File: src/hdl/bfa_pkg.sv
package bfa_pkg;

  // Field widths of the command and result transfers.
  localparam int unsigned SIZE_FIELD_W  = 16;
  localparam int unsigned INDEX_FIELD_W = 4;

  // Function codes carried in the command.
  localparam logic FUNC_LOAD    = 1'b0;
  localparam logic FUNC_REQUEST = 1'b1;

  // One command: load a block size, or request an allocation.
  typedef struct packed {
    logic                    func;
    logic [SIZE_FIELD_W-1:0] size;
  } bfa_cmd_t;

  // One allocation result.
  typedef struct packed {
    logic                     granted;
    logic [INDEX_FIELD_W-1:0] block_index;
    logic [SIZE_FIELD_W-1:0]  remaining_after;
  } bfa_res_t;

endpackage

File: src/hdl/bfa_table.sv
module bfa_table #(
  parameter int unsigned DEPTH  = 16,
  parameter int unsigned WIDTH  = 16,
  parameter int unsigned ADDR_W = 4
) (
  input  logic              clk,
  input  logic              we,
  input  logic [ADDR_W-1:0] waddr,
  input  logic [WIDTH-1:0]  wdata,
  input  logic              re,
  input  logic [ADDR_W-1:0] raddr,
  output logic [WIDTH-1:0]  rdata
);

  logic [WIDTH-1:0] mem [DEPTH];

  // Single write port.
  always_ff @(posedge clk) begin
    if (we) begin
      mem[waddr] <= wdata;
    end
  end

  // Single read port with registered data.
  always_ff @(posedge clk) begin
    if (re) begin
      rdata <= mem[raddr];
    end
  end

endmodule

File: src/hdl/bfa_scan.sv
module bfa_scan #(
  parameter int unsigned WIDTH = 16,
  parameter int unsigned IDX_W = 4
) (
  input  logic             clk,
  input  logic             rst,
  input  logic             clear,
  input  logic             valid,
  input  logic [IDX_W-1:0] idx,
  input  logic [WIDTH-1:0] data,
  input  logic [WIDTH-1:0] req,
  output logic             found,
  output logic [IDX_W-1:0] best_idx,
  output logic [WIDTH-1:0] best_val
);

  logic hit;

  // The entry fits and is strictly smaller than the best so far, so ties keep the lower index.
  assign hit = valid && (data >= req) && (!found || (data < best_val));

  // Found flag is control state.
  always_ff @(posedge clk) begin
    if (rst || clear) begin
      found <= 1'b0;
    end else if (hit) begin
      found <= 1'b1;
    end
  end

  // Best candidate so far.
  always_ff @(posedge clk) begin
    if (hit) begin
      best_idx <= idx;
      best_val <= data;
    end
  end

endmodule

File: src/hdl/best_fit_block_allocator_top.sv
// Best-fit block allocator.
// Commands arrive on cmd and are transferred at a rising edge where start is
// high and busy is low. A load command (func = FUNC_LOAD) appends cmd.size to
// the block table and gives no result; loads into a full table
// are dropped. A request command (func = FUNC_REQUEST) scans the loaded blocks
// one per cycle through the single table read port and a shared compare unit,
// picks the smallest block that still holds at least the requested size
// (lowest index on a tie) and subtracts the request from it.
// A request on an empty table answers in the next cycle; otherwise the scan
// reads the block_count loaded entries in S_SCAN, S_DRAIN holds the last
// compare and S_FINISH does the write-back, after which done rises. busy is
// high meanwhile.
// The result appears on res for exactly one cycle, flagged by done; the
// receiver cannot stall it, and it must take the transfer in that cycle.
// Reset empties the table (block count back to zero) and returns to idle; no
// clearing pass is needed, as only loaded entries are ever read.
module best_fit_block_allocator_top #(
  parameter int unsigned NUM_BLOCKS = 16,
  parameter int unsigned SIZE_WIDTH = 16
) (
  input  logic              clk,
  input  logic              rst,
  input  logic              start,
  output logic              busy,
  input  bfa_pkg::bfa_cmd_t cmd,
  output logic              done,
  output bfa_pkg::bfa_res_t res
);

  import bfa_pkg::*;

  localparam int unsigned IDX_W = (NUM_BLOCKS > 1) ? $clog2(NUM_BLOCKS) : 1;
  localparam int unsigned CNT_W = $clog2(NUM_BLOCKS + 1);

  typedef enum logic [3:0] {
    S_IDLE   = 4'b0001,
    S_SCAN   = 4'b0010,
    S_DRAIN  = 4'b0100,
    S_FINISH = 4'b1000
  } state_t;

  state_t                 state, state_next;
  logic [CNT_W-1:0]       count;
  logic [IDX_W-1:0]       addr;
  logic [SIZE_WIDTH-1:0]  req_size;
  logic                   rd_valid;
  logic [IDX_W-1:0]       rd_idx;
  logic [SIZE_WIDTH-1:0]  rd_data;
  logic                   found;
  logic [IDX_W-1:0]       best_idx;
  logic [SIZE_WIDTH-1:0]  best_val;
  logic [SIZE_WIDTH-1:0]  new_val;
  logic                   accept;
  logic                   do_load;
  logic                   do_req;
  logic                   last_addr;
  logic [SIZE_WIDTH+SIZE_FIELD_W-1:0]   size_ext;
  logic [SIZE_WIDTH-1:0]                size_in;
  logic [IDX_W+INDEX_FIELD_W-1:0]       idx_ext;
  logic [SIZE_WIDTH+SIZE_FIELD_W-1:0]   rem_ext;
  logic                   we;
  logic [IDX_W-1:0]       waddr;
  logic [SIZE_WIDTH-1:0]  wdata;

  // Command decode; the size is taken modulo 2^SIZE_WIDTH.
  assign accept   = start && !busy;
  assign do_load  = accept && (cmd.func == FUNC_LOAD);
  assign do_req   = accept && (cmd.func == FUNC_REQUEST);
  assign size_ext = {{SIZE_WIDTH{1'b0}}, cmd.size};
  assign size_in  = size_ext[SIZE_WIDTH-1:0];
  assign busy     = (state != S_IDLE);

  // Scan ends when the last loaded entry has been addressed.
  assign last_addr = ((CNT_W + 1)'(addr) + (CNT_W + 1)'(1)) == (CNT_W + 1)'(count);

  // Sequencer.
  always_comb begin
    state_next = state;
    case (state)
      S_IDLE: begin
        if (do_req && (count != '0)) begin
          state_next = S_SCAN;
        end
      end
      S_SCAN: begin
        if (last_addr) begin
          state_next = S_DRAIN;
        end
      end
      S_DRAIN:  state_next = S_FINISH;
      S_FINISH: state_next = S_IDLE;
      default:  state_next = S_IDLE;
    endcase
  end

  always_ff @(posedge clk) begin
    if (rst) begin
      state    <= S_IDLE;
      count    <= '0;
      rd_valid <= 1'b0;
    end else begin
      state    <= state_next;
      rd_valid <= (state == S_SCAN);
      if (do_load && (count < CNT_W'(NUM_BLOCKS))) begin
        count <= count + CNT_W'(1);
      end
    end
  end

  // Scan address, request size and read tag.
  always_ff @(posedge clk) begin
    if (do_req) begin
      req_size <= size_in;
      addr     <= '0;
    end else if (state == S_SCAN) begin
      addr <= addr + IDX_W'(1);
    end
    rd_idx <= addr;
  end

  // Write port: loads append, the write-back stores the reduced block.
  assign new_val = best_val - req_size;
  always_comb begin
    we    = 1'b0;
    waddr = count[IDX_W-1:0];
    wdata = size_in;
    if (state == S_FINISH) begin
      we    = found;
      waddr = best_idx;
      wdata = new_val;
    end else if (do_load && (count < CNT_W'(NUM_BLOCKS))) begin
      we = 1'b1;
    end
  end

  bfa_table #(
    .DEPTH  (NUM_BLOCKS),
    .WIDTH  (SIZE_WIDTH),
    .ADDR_W (IDX_W)
  ) u_table (
    .clk   (clk),
    .we    (we),
    .waddr (waddr),
    .wdata (wdata),
    .re    (state == S_SCAN),
    .raddr (addr),
    .rdata (rd_data)
  );

  bfa_scan #(
    .WIDTH (SIZE_WIDTH),
    .IDX_W (IDX_W)
  ) u_scan (
    .clk      (clk),
    .rst      (rst),
    .clear    (do_req),
    .valid    (rd_valid),
    .idx      (rd_idx),
    .data     (rd_data),
    .req      (req_size),
    .found    (found),
    .best_idx (best_idx),
    .best_val (best_val)
  );

  // Result register.
  assign idx_ext = {{INDEX_FIELD_W{1'b0}}, best_idx};
  assign rem_ext = {{SIZE_FIELD_W{1'b0}}, new_val};

  always_ff @(posedge clk) begin
    if (rst) begin
      done <= 1'b0;
    end else begin
      done <= (state == S_FINISH) || (do_req && (count == '0));
    end
  end

  always_ff @(posedge clk) begin
    if (state == S_FINISH && found) begin
      res.granted         <= 1'b1;
      res.block_index     <= idx_ext[INDEX_FIELD_W-1:0];
      res.remaining_after <= rem_ext[SIZE_FIELD_W-1:0];
    end else if (state == S_FINISH || do_req) begin
      res.granted         <= 1'b0;
      res.block_index     <= '0;
      res.remaining_after <= '0;
    end
  end

  // A result strobe only follows a write-back or a request on an empty table.
  a_done_source: assert property (@(posedge clk) disable iff (rst)
    done |-> $past(state == S_FINISH) ||
             $past(start && !busy && cmd.func == FUNC_REQUEST && count == '0))
    else $error("result strobe without a finished request");

  // The strobe always lands while the sequencer is idle.
  a_done_idle: assert property (@(posedge clk) disable iff (rst)
    done |-> state == S_IDLE)
    else $error("result strobe while busy");

  // Table data only returns during a scan or its drain cycle.
  a_read_window: assert property (@(posedge clk) disable iff (rst)
    rd_valid |-> (state == S_SCAN || state == S_DRAIN))
    else $error("read data outside the scan");

  // A load into a full table leaves the count alone.
  a_full_load: assert property (@(posedge clk) disable iff (rst)
    (start && !busy && cmd.func == FUNC_LOAD && count == CNT_W'(NUM_BLOCKS))
      |=> $stable(count))
    else $error("block count grew past the table");

endmodule
File: config.mk
export PLATFORM = sky130hd
export DESIGN_NAME = best_fit_block_allocator_top
export DESIGN_NICKNAME = d
export VERILOG_FILES = /design/src/hdl/bfa_pkg.sv /design/src/hdl/bfa_table.sv /design/src/hdl/bfa_scan.sv /design/src/hdl/best_fit_block_allocator_top.sv
export SDC_FILE = /design/constraint.sdc
export NUM_CORES = 1
export LEC_CHECK = 0
export BUFFER_PORTS_ARGS = -buffer_cell sky130_fd_sc_hd__buf_2
export CORE_UTILIZATION = 23
export CTS_CLUSTER_SIZE = 28
export DETAILED_ROUTE_END_ITERATION = 10
export GPL_ROUTABILITY_DRIVEN = 0
export SLEW_MARGIN = 30
export SYNTH_ARGS = -nofsm -noshare
export SYNTH_HDL_FRONTEND = slang
export SYNTH_SLANG_ARGS = --single-unit
File: constraint.sdc
create_clock -name clk -period 3.9 [get_ports clk]
set_input_delay 0.39 -clock clk [delete_from_list [all_inputs] [get_ports clk]]
set_output_delay 0.39 -clock clk [all_outputs]
set_load 0.05 [all_outputs]
# ---- Yosys cells after proc, flatten, opt, wreduce, memory -nomap -nowiden
# Memory sizes are Yosys's and may differ from the RTL's. A register that Yosys moved wholly into a read port is not among the register bits.
# Cells that the tools add are included.
dict set report classes {
  n_lt_le_gt_ge 3
  eq_ne 8
  reduce_logical 19
  n_mux 11
  n_addsub 4
  bitwise 1
}
# op count
set ops {}
lappend ops {{$mux 20} 2}
lappend ops {{$ge 16x16->1} 1}
lappend ops {{$lt 16x16->1} 1}
lappend ops {{$mux 16} 1}
lappend ops {{$sub 16x16->16} 1}
lappend ops {{$mux 4} 3}
lappend ops {{$pmux 4 s3} 1}
lappend ops {{$logic_and 1x1->1} 9}
lappend ops {{$add 4x1->5 const B} 1}
lappend ops {{$add 5x1->5 const B} 1}
lappend ops {{$eq 5x5->1} 1}
lappend ops {{$logic_not 5->1} 1}
lappend ops {{$lt 5x5->1 const B} 1}
lappend ops {{$reduce_bool 5->1} 1}
lappend ops {{$add 4x1->4 const B} 1}
lappend ops {{$eq 4x1->1 const B} 1}
lappend ops {{$eq 4x2->1 const B} 1}
lappend ops {{$eq 4x3->1 const B} 1}
lappend ops {{$eq 4x4->1 const B} 1}
lappend ops {{$logic_or 1x1->1} 4}
lappend ops {{$mux 1} 4}
lappend ops {{$ne 2x2->1 const B} 2}
lappend ops {{$ne 4x1->1 const B} 1}
lappend ops {{$logic_not 1->1} 2}
lappend ops {{other kinds (3)} 3}
dict set report word_totals {
  wordCells 60
  mem_bits_rw 256
  inputBits 20
  memories 1
  ff_bits 77
  out_inout_bits 23
}
# memory depth width read_ports rd_clocked_by_memory_dff wr line_no
set mem_list {}
lappend mem_list {u_table.mem 16 16 1 1 1 bfa_table.sv:15} ;# logic [WIDTH-1:0] mem [DEPTH];

# ---- Logic depth before layout (Yosys ltp)
# Gate-level depths: netlist of run 1.
dict set report logic_depth {
  depth_word 9
  mapped_depth 9
  depth_no_buf 9
}

# ---- By module
# From an unflattened synthesis of run 1, not the netlist that was laid out.
dict set report unflattened {
  hier_cells 879
  area_unflattened_um2 14646.5
}
# mod instances seq_area_each_um2 area_each_um2 cells_per_inst
set modules_own_cells {}
lappend modules_own_cells {bfa_table 1 8167.8 10203.5 432}
lappend modules_own_cells {best_fit_block_allocator_top 1 1481.4 3012.9 312}
lappend modules_own_cells {bfa_scan 1 620.6 1430.1 135}

# ---- Worst setup path before layout of run 1
# OpenSTA, ideal clock, no wires.
dict set report synth_timing {
  path_kind {register to register}
  start {register u_table.rdata[6] (read register of u_table.mem)}
  end {register u_scan.best_idx[0] (enable)}
  setup_ps 426
  path_stages_with_launch 8
  required_time_ps 3474
  arrival_time_ps 2930
  path_buffers 0
  synth_period_minus_slack_ps 3357
  path_slack_ps 543
  cell_sequence {edfxtp_1 ha_1 and3_1 nand3_1 a21oi_1 a2111oi_0 o41ai_1 nor3b_1}
}
dict set report synth_via {
  elab_chain_cells 3
  elab_cells_between_ends 5
  cone_classes {order compare: 2; reduce/logical: 3}
}
# element line_no
set synth_lines {}
lappend synth_lines {{from (decl)} bfa_table.sv:12} ;# output logic [WIDTH-1:0] rdata
lappend synth_lines {{$ge 16x16->1 / $lt 16x16->1 (equally long branches)} bfa_scan.sv:20} ;# assign hit = valid && (data >= req) && (!found || (data < best_val));
lappend synth_lines {{$logic_and 1x1->1 / $logic_or 1x1->1 (equally long branches)} bfa_scan.sv:20}
lappend synth_lines {{$logic_and 1x1->1 (*)} bfa_scan.sv:20}
lappend synth_lines {{via u_scan.hit} bfa_scan.sv:17} ;# logic hit;
lappend synth_lines {{to (signal assigned)} bfa_scan.sv:34} ;# best_idx <= idx;
lappend synth_lines {{to (decl)} bfa_scan.sv:13} ;# output logic [IDX_W-1:0] best_idx,
# The timed path passes the listed nets; every way through them passes the cells marked *.
# A chain may end at the register's enable or synchronous reset.

# ---- Worst setup path after layout of run 1
dict set report layout_timing {
  start {register u_table.rdata[6] (read register of u_table.mem)}
  end {register u_scan.best_val[10] (enable)}
}
dict set report layout_via {
  elab_chain_cells 3
  elab_cells_between_ends 5
  cone_classes {order compare: 2; reduce/logical: 3}
}
# element line_no
set layout_lines {}
lappend layout_lines {{$ge 16x16->1 / $lt 16x16->1 (equally long branches)} bfa_scan.sv:20}
lappend layout_lines {{$logic_and 1x1->1 / $logic_or 1x1->1 (equally long branches)} bfa_scan.sv:20}
lappend layout_lines {{$logic_and 1x1->1 (*)} bfa_scan.sv:20}
lappend layout_lines {{via u_scan.hit} bfa_scan.sv:17}
lappend layout_lines {{to (signal assigned)} bfa_scan.sv:35} ;# best_val <= data;
lappend layout_lines {{to (decl)} bfa_scan.sv:14} ;# output logic [WIDTH-1:0] best_val
# Marks and branches as above.

==> flow_summary.yaml, run 1 <==
cells_and_area:
  final_common_cell: "edfxtp_1"
  areaGrowthSynthToFinish_pct: 18.5
  antenna_cells: 0
  layout-drive-gt1-share: 0.262
  final_cell_mix: "328 x edfxtp_1, 80 x mux4_2, 49 x ha_1"
  final_cell_area_um2: 17300
  finalNetCount: 994
routing:
  wire_per_inst_um: 17.9
  viasPerCell: 4.28
  drtPass1Iterations: 5
  drcViolationCount: 0
  ant_nets: 0
  dr.first_iter.drc_count: 592
  vias: 7663
  wirelength_um: 32000
floorplan:
  initial_core_util: 0.234
  die_h_um: 254
  core_area_um2: 62200
  die_area_um2: 64400
  io_pins: 43
  rows: 91
  die_w_um: 254
grt:
  grt_max_degree: 49
  busiest_layer: "met2"
  grt_overflow: 0
  antenna_found_initial: 1
  grt_pass1_wl_um: 48800
  use_met3: 0.0204
  grt_use_total: 0.101
  grtUsageMet1: 0.128
  grt.met2_usage: 0.173
  first_global_vias: 7990
setup_path:
  max_stage_delay_ns: 0.87
  cp_slowest_cell: "nor3b_2"
  cp-start-kind: "flop"
  cp_top_family: "simple AND/OR/NAND/NOR gates"
  end_kind: "flop"
  cp_max_fo: 11
  worst-path-buf-inv: 1
  crit_path_cell_trace: "ha_1 -> and3_1 -> nand3_1 -> a21oi_1 -> a2111oi_0 -> o41ai_1 -> nor3b_2 -> buf_4"
  worstPathRequired_ns: 4.12
  cp.arrival_ns: 3.39
  path_class: "flop to flop"
sta:
  period_share: 0.813
  setup_violations: 0
  hold_violations: 0
  clock_skew_ns: 0.0178
  worstMarginPinSlew_ns: 0.973
  tns_ns: 0
  timing.hold.ws_ns: 0.0510
  max_slew_margin: 0.349
  min_period_ns: 3.17
  rsz0062_at_grt: "no"
  slew_viol_final: 0
  clock.fmax_mhz: 315
clocking:
  post_cts_buffers: 0
  cts_tree: "yes"
  cts_sinks: 349
  clk_path_buf_depth: 3
  cts-root-buf: "clkbuf_16"
  cts_hold_buffers: 0
  clk_pin_slew_ns: 0.06
  clock_latency_ns: 0.54
  htree_num_levels: 2
  cts_buffers: 38
  cts_resized: 0
yosys:
  synth_edf_count: 328
  syn_nets: 893
  ys_seq_elements: 349
  post_synth.cell_area_avg_um2: 17.7
  ys_types: 53
  syn_area_um2: 14600
  ys_async_sr_fraction: 0
  synth_cells: 823
  synth_ff_type: "edfxtp_1"
  ys_warn_count: 0
  yosysSeqAreaShare: 0.704
place:
  dp_hpwl_um: 20900
  placed_cell_area_um2: 16100
  port_buffers: 42
flow_run:
  maxCapViolCount: 0
min_path:
  min_path_type: "input port to flop"
power:
  ir_drop_mv: 0.216
  p_leak_nw: 5.74
  p_per_area_nw_per_um2: 523
outcome:
  status: "complete, no violations"
registers in the layout, summed over array words and instances (netlist names), 4 cells and up:
signal           flops
u_scan.best_val     16
u_scan.best_idx      4
req_size            16
res                 21
count                5
rd_idx               4
u_table.rdata       16
state                4
u_table.mem        256
addr                 4
cells in the mapped netlist (all sizes together) (3+ instances only):
library cell | count | share of area
nor2b | 6 | 0.0026
and3 | 10 | 0.0043
nor2 | 51 | 0.013
xor2 | 12 | 0.0072
buf | 18 | 0.0082
and2 | 5 | 0.0021
o211ai | 4 | 0.0021
nand4 | 6 | 0.0026
mux2i | 4 | 0.0027
dfxtp | 21 | 0.029
nor3b | 4 | 0.0024
a21boi | 3 | 0.0015
edfxtp | 328 | 0.68
a21oi | 33 | 0.011
clkbuf | 10 | 0.0026
ha | 49 | 0.042
nor3 | 8 | 0.0027
xnor2 | 10 | 0.0060
nand3 | 11 | 0.0038
nand2 | 31 | 0.0080
o21ai | 34 | 0.012
mux4 | 80 | 0.12
nor4b | 3 | 0.0022
nand2b | 8 | 0.0034
a21o | 6 | 0.0031
a31oi | 4 | 0.0017
inv | 41 | 0.011
kinds of logic after synthesis:
kind of cell    share of synthesized area
fa+ha+maj                          0.0434
flops                               0.704
buf+inv                            0.0214
xor+xnor                           0.0132
simple gates                       0.0509
compound gates                     0.0403
mux                                 0.126
area by class of cell:
class,count,area [um^2]
Timing Repair Buffer,89,586
Clock buffer,46,991
Fill cell,6228,44900
Multi-Input combinational cell,405,4050
Clock inverter,23,176
Tap cell,837,1050
Sequential cell,349,10300
Inverter,41,154
metal layers:
| layer | up-vias | routed length (um) |
|---|---|---|
| met5 | - | 13 |
| met4 | 2 | 749 |
| met3 | 59 | 1560 |
| met2 | 188 | 16100 |
| met1 | 3940 | 13600 |
| li1 | 3474 | - |
power breakdown:
group | switching [mW] | internal (mW) | total [mW] | leakage, nW
Clock | 1.47 | 1.90 | 3.37 | 0.566
Sequential | 0.0959 | 4.28 | 4.38 | 3.14
Combinational | 0.771 | 0.520 | 1.29 | 2.03
path summary, 6_finish.rpt:
check	from	to	slack, ns	cells past startpoint
worst max-delay path	u_table.rdata[6]$_DFFE_PP_	u_scan.best_val[10]$_DFFE_PP_	0.73	8
worst min register to register	rd_idx[2]$_DFF_P_	u_scan.best_idx[2]$_DFFE_PP_	0.40	0
worst min-delay path	cmd[0]	req_size[0]$_DFFE_PP_	0.05	1
worst max register to register	u_table.rdata[6]$_DFFE_PP_	u_scan.best_val[10]$_DFFE_PP_	0.73	8
per-stage QoR:
| stage | setup WS [ns] | util | cells | power [mW] |
|---|---|---|---|---|
| floorplan | 0.543 | - | 823 | 5.38 |
| finish | 0.729 | 0.278 | 1790 | 9.04 |
| CTS | 0.671 | 0.278 | 1789 | 9.13 |
| detailed placement | 0.715 | 0.259 | 1720 | 5.76 |
| global placement | 0.817 | 0.259 | 1720 | 5.74 |
| global route | 0.579 | 0.278 | 1790 | 9.38 |
Note: power is estimated with default switching activity, not from simulation.
==> run 2: changes to the inputs <==
==> constraint.sdc (replaced) <==
create_clock -name clk -period 2.94 [get_ports clk]
set_input_delay 0.294 -clock clk [delete_from_list [all_inputs] [get_ports clk]]
set_output_delay 0.294 -clock clk [all_outputs]
set_load 0.05 [all_outputs]
==> run 2 against run 1 <==
Fmax rose by 14%. Hold slack improved by 0.030 ns. Core utilization grew 0.59 points. Largest cell class unchanged. Highest routed layer is now met4.
==> flow_summary.yaml, run 2 (same netlist as run 1, synthesis figures left out) <==
outcome:
  status: "complete, no violations"
sta:
  hold_violations: 0
  clock_skew_ns: 0.0308
  max_slew_margin: 0.571
  worstMarginPinSlew_ns: 0.643
  rsz0062_at_grt: "no"
  min_period_ns: 2.77
  tns_ns: 0
  period_share: 0.944
  slew_viol_final: 0
  clock.fmax_mhz: 360
  setup_violations: 0
floorplan:
  die_area_um2: 64400
  die_w_um: 254
  initial_core_util: 0.234
  rows: 91
  die_h_um: 254
  core_area_um2: 62200
  io_pins: 43
setup_path:
  r2r_start: "u_scan.best_val[4]$_DFFE_PP_"
  cp.arrival_ns: 3.02
  cp_max_fo: 16
  worstReg2RegEnd: "u_table.mem[0][13]$_DFFE_PP_"
  path_class: "flop to flop"
  cp-start-kind: "flop"
  end_kind: "flop"
  r2r_cells: 8
  rrSetupSlack_ns: 0.17
  worstPathRequired_ns: 3.19
power:
  power_mw: 12.0
  p_per_area_nw_per_um2: 682
  ir_drop_mv: 0.293
  p_leak_nw: 5.95
cells_and_area:
  final_cell_count_no_fill: 1824
  seq_area_um2: 10300
  multi_input_area_um2: 4080
  finalNetCount: 1030
  max_flop_register: "u_table.mem"
  fin_util: 0.284
  final_cell_mix: "328 x edfxtp_1, 80 x mux4_2, 66 x buf_4"
  final_cell_area_um2: 17600
  reg_top3: "u_table.mem (256), res (21)"
  final_common_cell: "edfxtp_1"
  largest_reg_flops: 256
  num-fill-cells: 6222
  antenna_cells: 0
  areaGrowthSynthToFinish_pct: 21.0
  layout-drive-gt1-share: 0.279
grt:
  grt_pass1_wl_um: 48600
  grt_use_total: 0.100
  first_global_vias: 8036
  grt_overflow: 0
  grt_max_degree: 66
  antenna_found_initial: 0
flow_run:
  maxCapViolCount: 0
routing:
  dr.first_iter.drc_count: 455
  ant_nets: 0
  viasPerCell: 4.22
  vias: 7703
  drtPass1Iterations: 5
  wirelength_um: 31900
  drcViolationCount: 0
  wire_per_inst_um: 17.5
min_path:
  whs_path_depth: 2
  hold_end: "count[0]$_SDFFE_PP0P_"
  min_from: "rst"
  min_path_type: "input port to flop"
clocking:
  htree_num_levels: 2
  cts_tree: "yes"
  cts-root-buf: "clkbuf_16"
  cts_sinks: 349
  clock_latency_ns: 0.53
  clk_pin_slew_ns: 0.06
  cts_buffers: 36
  clk_path_buf_depth: 3
place:
  dp_hpwl_um: 22200
  port_buffers: 42
  placed_cell_area_um2: 16300
  placed_cells: 1742
==> run 2: cell types whose count changed in the layout (fill, tap and decap cells not counted), sizes merged <==
cell	change
buf	+22
dlygate4sd3	+16
clkbuf	-3
bufinv	+2
clkinvlp	-2
inv	-2
clkinv	+1
==> run 2: worst max path at each step <==
stage	to	startpoint	slack (ns)
2_1_floorplan	u_table.mem[0][12]$_DFFE_PP_	req_size[0]$_DFFE_PP_	0.03
3_3_place_gp	u_table.mem[6][14]$_DFFE_PP_	req_size[0]$_DFFE_PP_	-0.09
3_5_place_dp	u_table.mem[6][14]$_DFFE_PP_	req_size[0]$_DFFE_PP_	-0.19
4_1_cts	u_table.mem[14][14]$_DFFE_PP_	req_size[0]$_DFFE_PP_	0.04
5_1_grt	u_table.mem[13][11]$_DFFE_PP_	u_scan.best_val[3]$_DFFE_PP_	0.03
6_report	u_table.mem[0][13]$_DFFE_PP_	u_scan.best_val[4]$_DFFE_PP_	0.17
==> run 2: area by class of cell <==
type,count,area share
clock buffers,43,0.0537
clock inverters,22,0.0118
inverters,41,0.00872
multi-input cells,405,0.231
flip-flops and latches,349,0.582
well taps,837,0.0594
repair buffers,127,0.0525
==> run 2: through the flow <==
stage                     worst slack, ns  hold slack (ns)
after CTS                          0.0402          0.00188
after global placement            -0.0884            0.370
after detailed placement           -0.186            0.378
final                               0.165           0.0809
after global routing               0.0334           0.0807
after floorplan                    0.0314            0.359
==> run 2: routing by layer <==
layer,share of wire,track usage
met5,0,0
met4,0.017,0.0250
met3,0.039,0.0184
met2,0.51,0.175
met1,0.43,0.127
==> run 2: timing repair <==
action / 4_1_cts / 5_1_grt
pin swaps: 0 / 1
hold endpoints to repair: 15 / 1
setup buffers: 0 / 1
gates resized for setup: 4 / 2
hold buffers: 15 / 1
setup endpoints to repair: 53 / 63
==> run 2: worst max-delay path: stages, from the launching register on <==
cell,delay [ns]
edfxtp_1,0.40
ha_1,0.36
a21o_1,0.23
nand2b_1,0.16
o21ai_2,0.23
a41oi_1,0.20
xnor2_1,0.48
o21ai_0,0.20
buf_4,0.23
==> run 2: where the power goes <==
part	switching [mW]	total (mW)	internal (mW)	leakage, nW
clock network	1.88	4.47	2.59	0.572
registers	0.0739	5.75	5.67	3.14
logic	1.07	1.82	0.746	2.23
total	3.03	12.0	9.01	5.95
==> run 3: changes to the inputs <==
--- a/config.mk
+++ b/config.mk
@@ -5,11 +5,13 @@
 export SDC_FILE = /design/constraint.sdc
 export NUM_CORES = 1
 export LEC_CHECK = 0
+export ABC_AREA = 1
 export BUFFER_PORTS_ARGS = -buffer_cell sky130_fd_sc_hd__buf_2
 export CORE_UTILIZATION = 23
 export CTS_CLUSTER_SIZE = 28
 export DETAILED_ROUTE_END_ITERATION = 10
 export GPL_ROUTABILITY_DRIVEN = 0
+export PLACE_DENSITY = 0.42
 export SLEW_MARGIN = 30
 export SYNTH_ARGS = -nofsm -noshare
 export SYNTH_HDL_FRONTEND = slang
==> run 3 against run 2 <==
Combinational power decreased by 37%. Clock power increased by 11%. Core utilization decreased by 0.47 points. Via count increased by 24%. Fmax increased by 5.7%. Critical path depth increased by 4. Critical path type unchanged. Critical endpoint is now u_table.mem[6][14]$_DFFE_PP_. Highest routed layer unchanged.
==> flow_summary.yaml, run 3 <==
clocking:
  htree_num_levels: 2
  clk_path_buf_depth: 3
  clk_pin_slew_ns: 0.06
  cts-root-buf: "clkbuf_16"
  cts_buffers: 41
  clock_latency_ns: 0.56
  cts_sinks: 349
  cts_resized: 0
  cts_tree: "yes"
sta:
  max_slew_margin: 0.511
  hold_violations: 0
  min_period_ns: 2.63
  clock.fmax_mhz: 381
  tns_ns: 0
  clock_skew_ns: 0.0157
  timing.hold.ws_ns: 0.171
  worstMarginPinSlew_ns: 0.732
  slew_viol_final: 0
  period_share: 0.893
  setup_violations: 0
  rsz0062_at_grt: "no"
routing:
  drtPass1Iterations: 4
  vias: 9549
  wire_per_inst_um: 17.7
  drcViolationCount: 0
  ant_nets: 0
  dr.first_iter.drc_count: 547
  viasPerCell: 4.24
  wirelength_um: 39900
cells_and_area:
  finalNetCount: 1426
  antenna_cells: 0
  max_flop_register: "u_table.mem"
  reg_top3: "u_table.mem (256), res (21)"
  layout-drive-gt1-share: 0.140
  final_cell_mix: "328 x edfxtp_1, 146 x inv_1, 143 x nand2_1"
  largest_reg_flops: 256
  final_cell_count_no_fill: 2251
  num-fill-cells: 6765
  fin_util: 0.279
  areaGrowthSynthToFinish_pct: 20.1
  final_common_cell: "edfxtp_1"
floorplan:
  initial_core_util: 0.232
  die_h_um: 260
  rows: 94
  io_pins: 43
  core_area_um2: 65700
  die_area_um2: 67500
  die_w_um: 260
setup_path:
  end_kind: "flop"
  path_class: "flop to flop"
  r2r_cells: 12
  cp-start-kind: "flop"
  cp_max_fo: 16
  worstPathRequired_ns: 3.10
  cp.arrival_ns: 2.79
yosys:
  syn_area_um2: 15300
  synth_cells: 1236
  ys_async_sr_fraction: 0
  synth.top_cells.by_area: "edfxtp_1 64%, mux2i_1 4.2%, ha_1 4.0%"
  synthMostInstantiatedCell: "edfxtp_1"
  ys_seq_elements: 349
  yosysSeqAreaShare: 0.672
  synth_edf_count: 328
  ys_warn_count: 0
  yosys.area.top_type: "edfxtp_1"
  synth_ff_type: "edfxtp_1"
  syn_nets: 1306
  synth_common_cells: "328 x edfxtp_1, 147 x inv_1, 143 x nand2_1"
  synth_top_area_frac: 0.645
  ys_types: 36
  post_synth.cell_area_avg_um2: 12.4
place:
  placed_cells: 2160
  port_buffers: 42
  dp_hpwl_um: 26500
flow_run:
  maxCapViolCount: 0
grt:
  first_global_vias: 9809
  antenna_found_initial: 0
  grt_pass1_wl_um: 61000
  grt_use_total: 0.120
  grt_max_degree: 82
  grt_overflow: 0
power:
  ir_drop_mv: 0.421
  power_mw: 11.7
  p_leak_nw: 6.66
  p_per_area_nw_per_um2: 639
min_path:
  whs_path_depth: 4
  min_path_type: "input port to flop"
outcome:
  status: "complete, no violations"
==> run 3: cell types whose count changed after synthesis, moves of 9 or more <==
cell,before,now
and3_1,10,0
mux4_2,80,0
mux2i_1,4,64
nor2_1,51,68
o21ai_0,28,96
o211ai_1,4,64
a21oi_1,33,98
o21ai_1,6,15
nand3_1,11,47
nand2_1,31,143
inv_1,41,147
==> run 3: where the power goes <==
part,internal (mW),switching [mW]
clock,2.91,2.04
sequential,5.58,0.0466
combinational,0.348,0.798
==> run 3: kinds of logic after synthesis <==
logic type,Yosys count,share of synthesized area
DFF,349,0.672
and+or+nand+nor,282,0.0782
AOI/OAI and AO/OA,277,0.102
buffers and inverters,200,0.0565
muxes,64,0.0419
adders and majority gates,50,0.0414
xor gates and xnor gates,14,0.00803
==> run 3: worst paths after layout <==
check | to | start | slack (ns)
max reg2reg | u_table.mem[6][14]$_DFFE_PP_ | req_size[0]$_DFFE_PP_ | 0.31
min | count[0]$_SDFFE_PP0P_ | cmd[16] | 0.17
max | u_table.mem[6][14]$_DFFE_PP_ | req_size[0]$_DFFE_PP_ | 0.31
min reg2reg | u_scan.best_idx[0]$_DFFE_PP_ | rd_idx[0]$_DFF_P_ | 0.40
==> run 3: layout make-up <==
| class | instances | area, um^2 | share of cell area |
|---|---|---|---|
| Clock buffer | 58 | 1150 | 0.0629 |
| Clock inverter | 16 | 129 | 0.00703 |
| Inverter | 149 | 559 | 0.0305 |
| Multi-Input combinational cell | 687 | 4200 | 0.229 |
| Sequential cell | 349 | 10300 | 0.560 |
| Tap cell | 864 | 1080 | 0.0589 |
| Timing Repair Buffer | 128 | 948 | 0.0517 |
==> run 3: stage by stage <==
step                area [um^2]  setup WS (ns)
global route              18300         0.0378
global placement          16900          0.381
detailed placement        16900          0.345
CTS                       18300          0.328
floorplan                 15300          0.308
finish                    18300          0.314
==> run 3: worst max-delay path: stages, from the launching register on <==
cell and delay, ns:
edfxtp_1 0.40, ha_1 0.26, fa_1 0.41, inv_1 0.09, nand3_1 0.07, nand2_1 0.15
nand2_1 0.07, nand2_1 0.13, nand3_1 0.12, nand2_1 0.09, nand2_1 0.04, nand3_1 0.09
nand2_1 0.33
==> run 3: repair_timing <==
| item | 4_1_cts | 5_1_grt |
|---|---|---|
| hold buffers | 17 | 0 |
| buffers inserted | 0 | 0 |
| hold endpoints to repair | 20 | 0 |
==> run 3: metal layers <==
| metal | wire length [um] | vias to the layer above | global-route usage |
|---|---|---|---|
| met4 | 770 | 0 | 0.0296 |
| met2 | 18700 | 162 | 0.198 |
| met5 | 0 | - | 0 |
| met1 | 19000 | 4668 | 0.161 |
| li1 | - | 4666 | - |
| met3 | 1440 | 53 | 0.0228 |
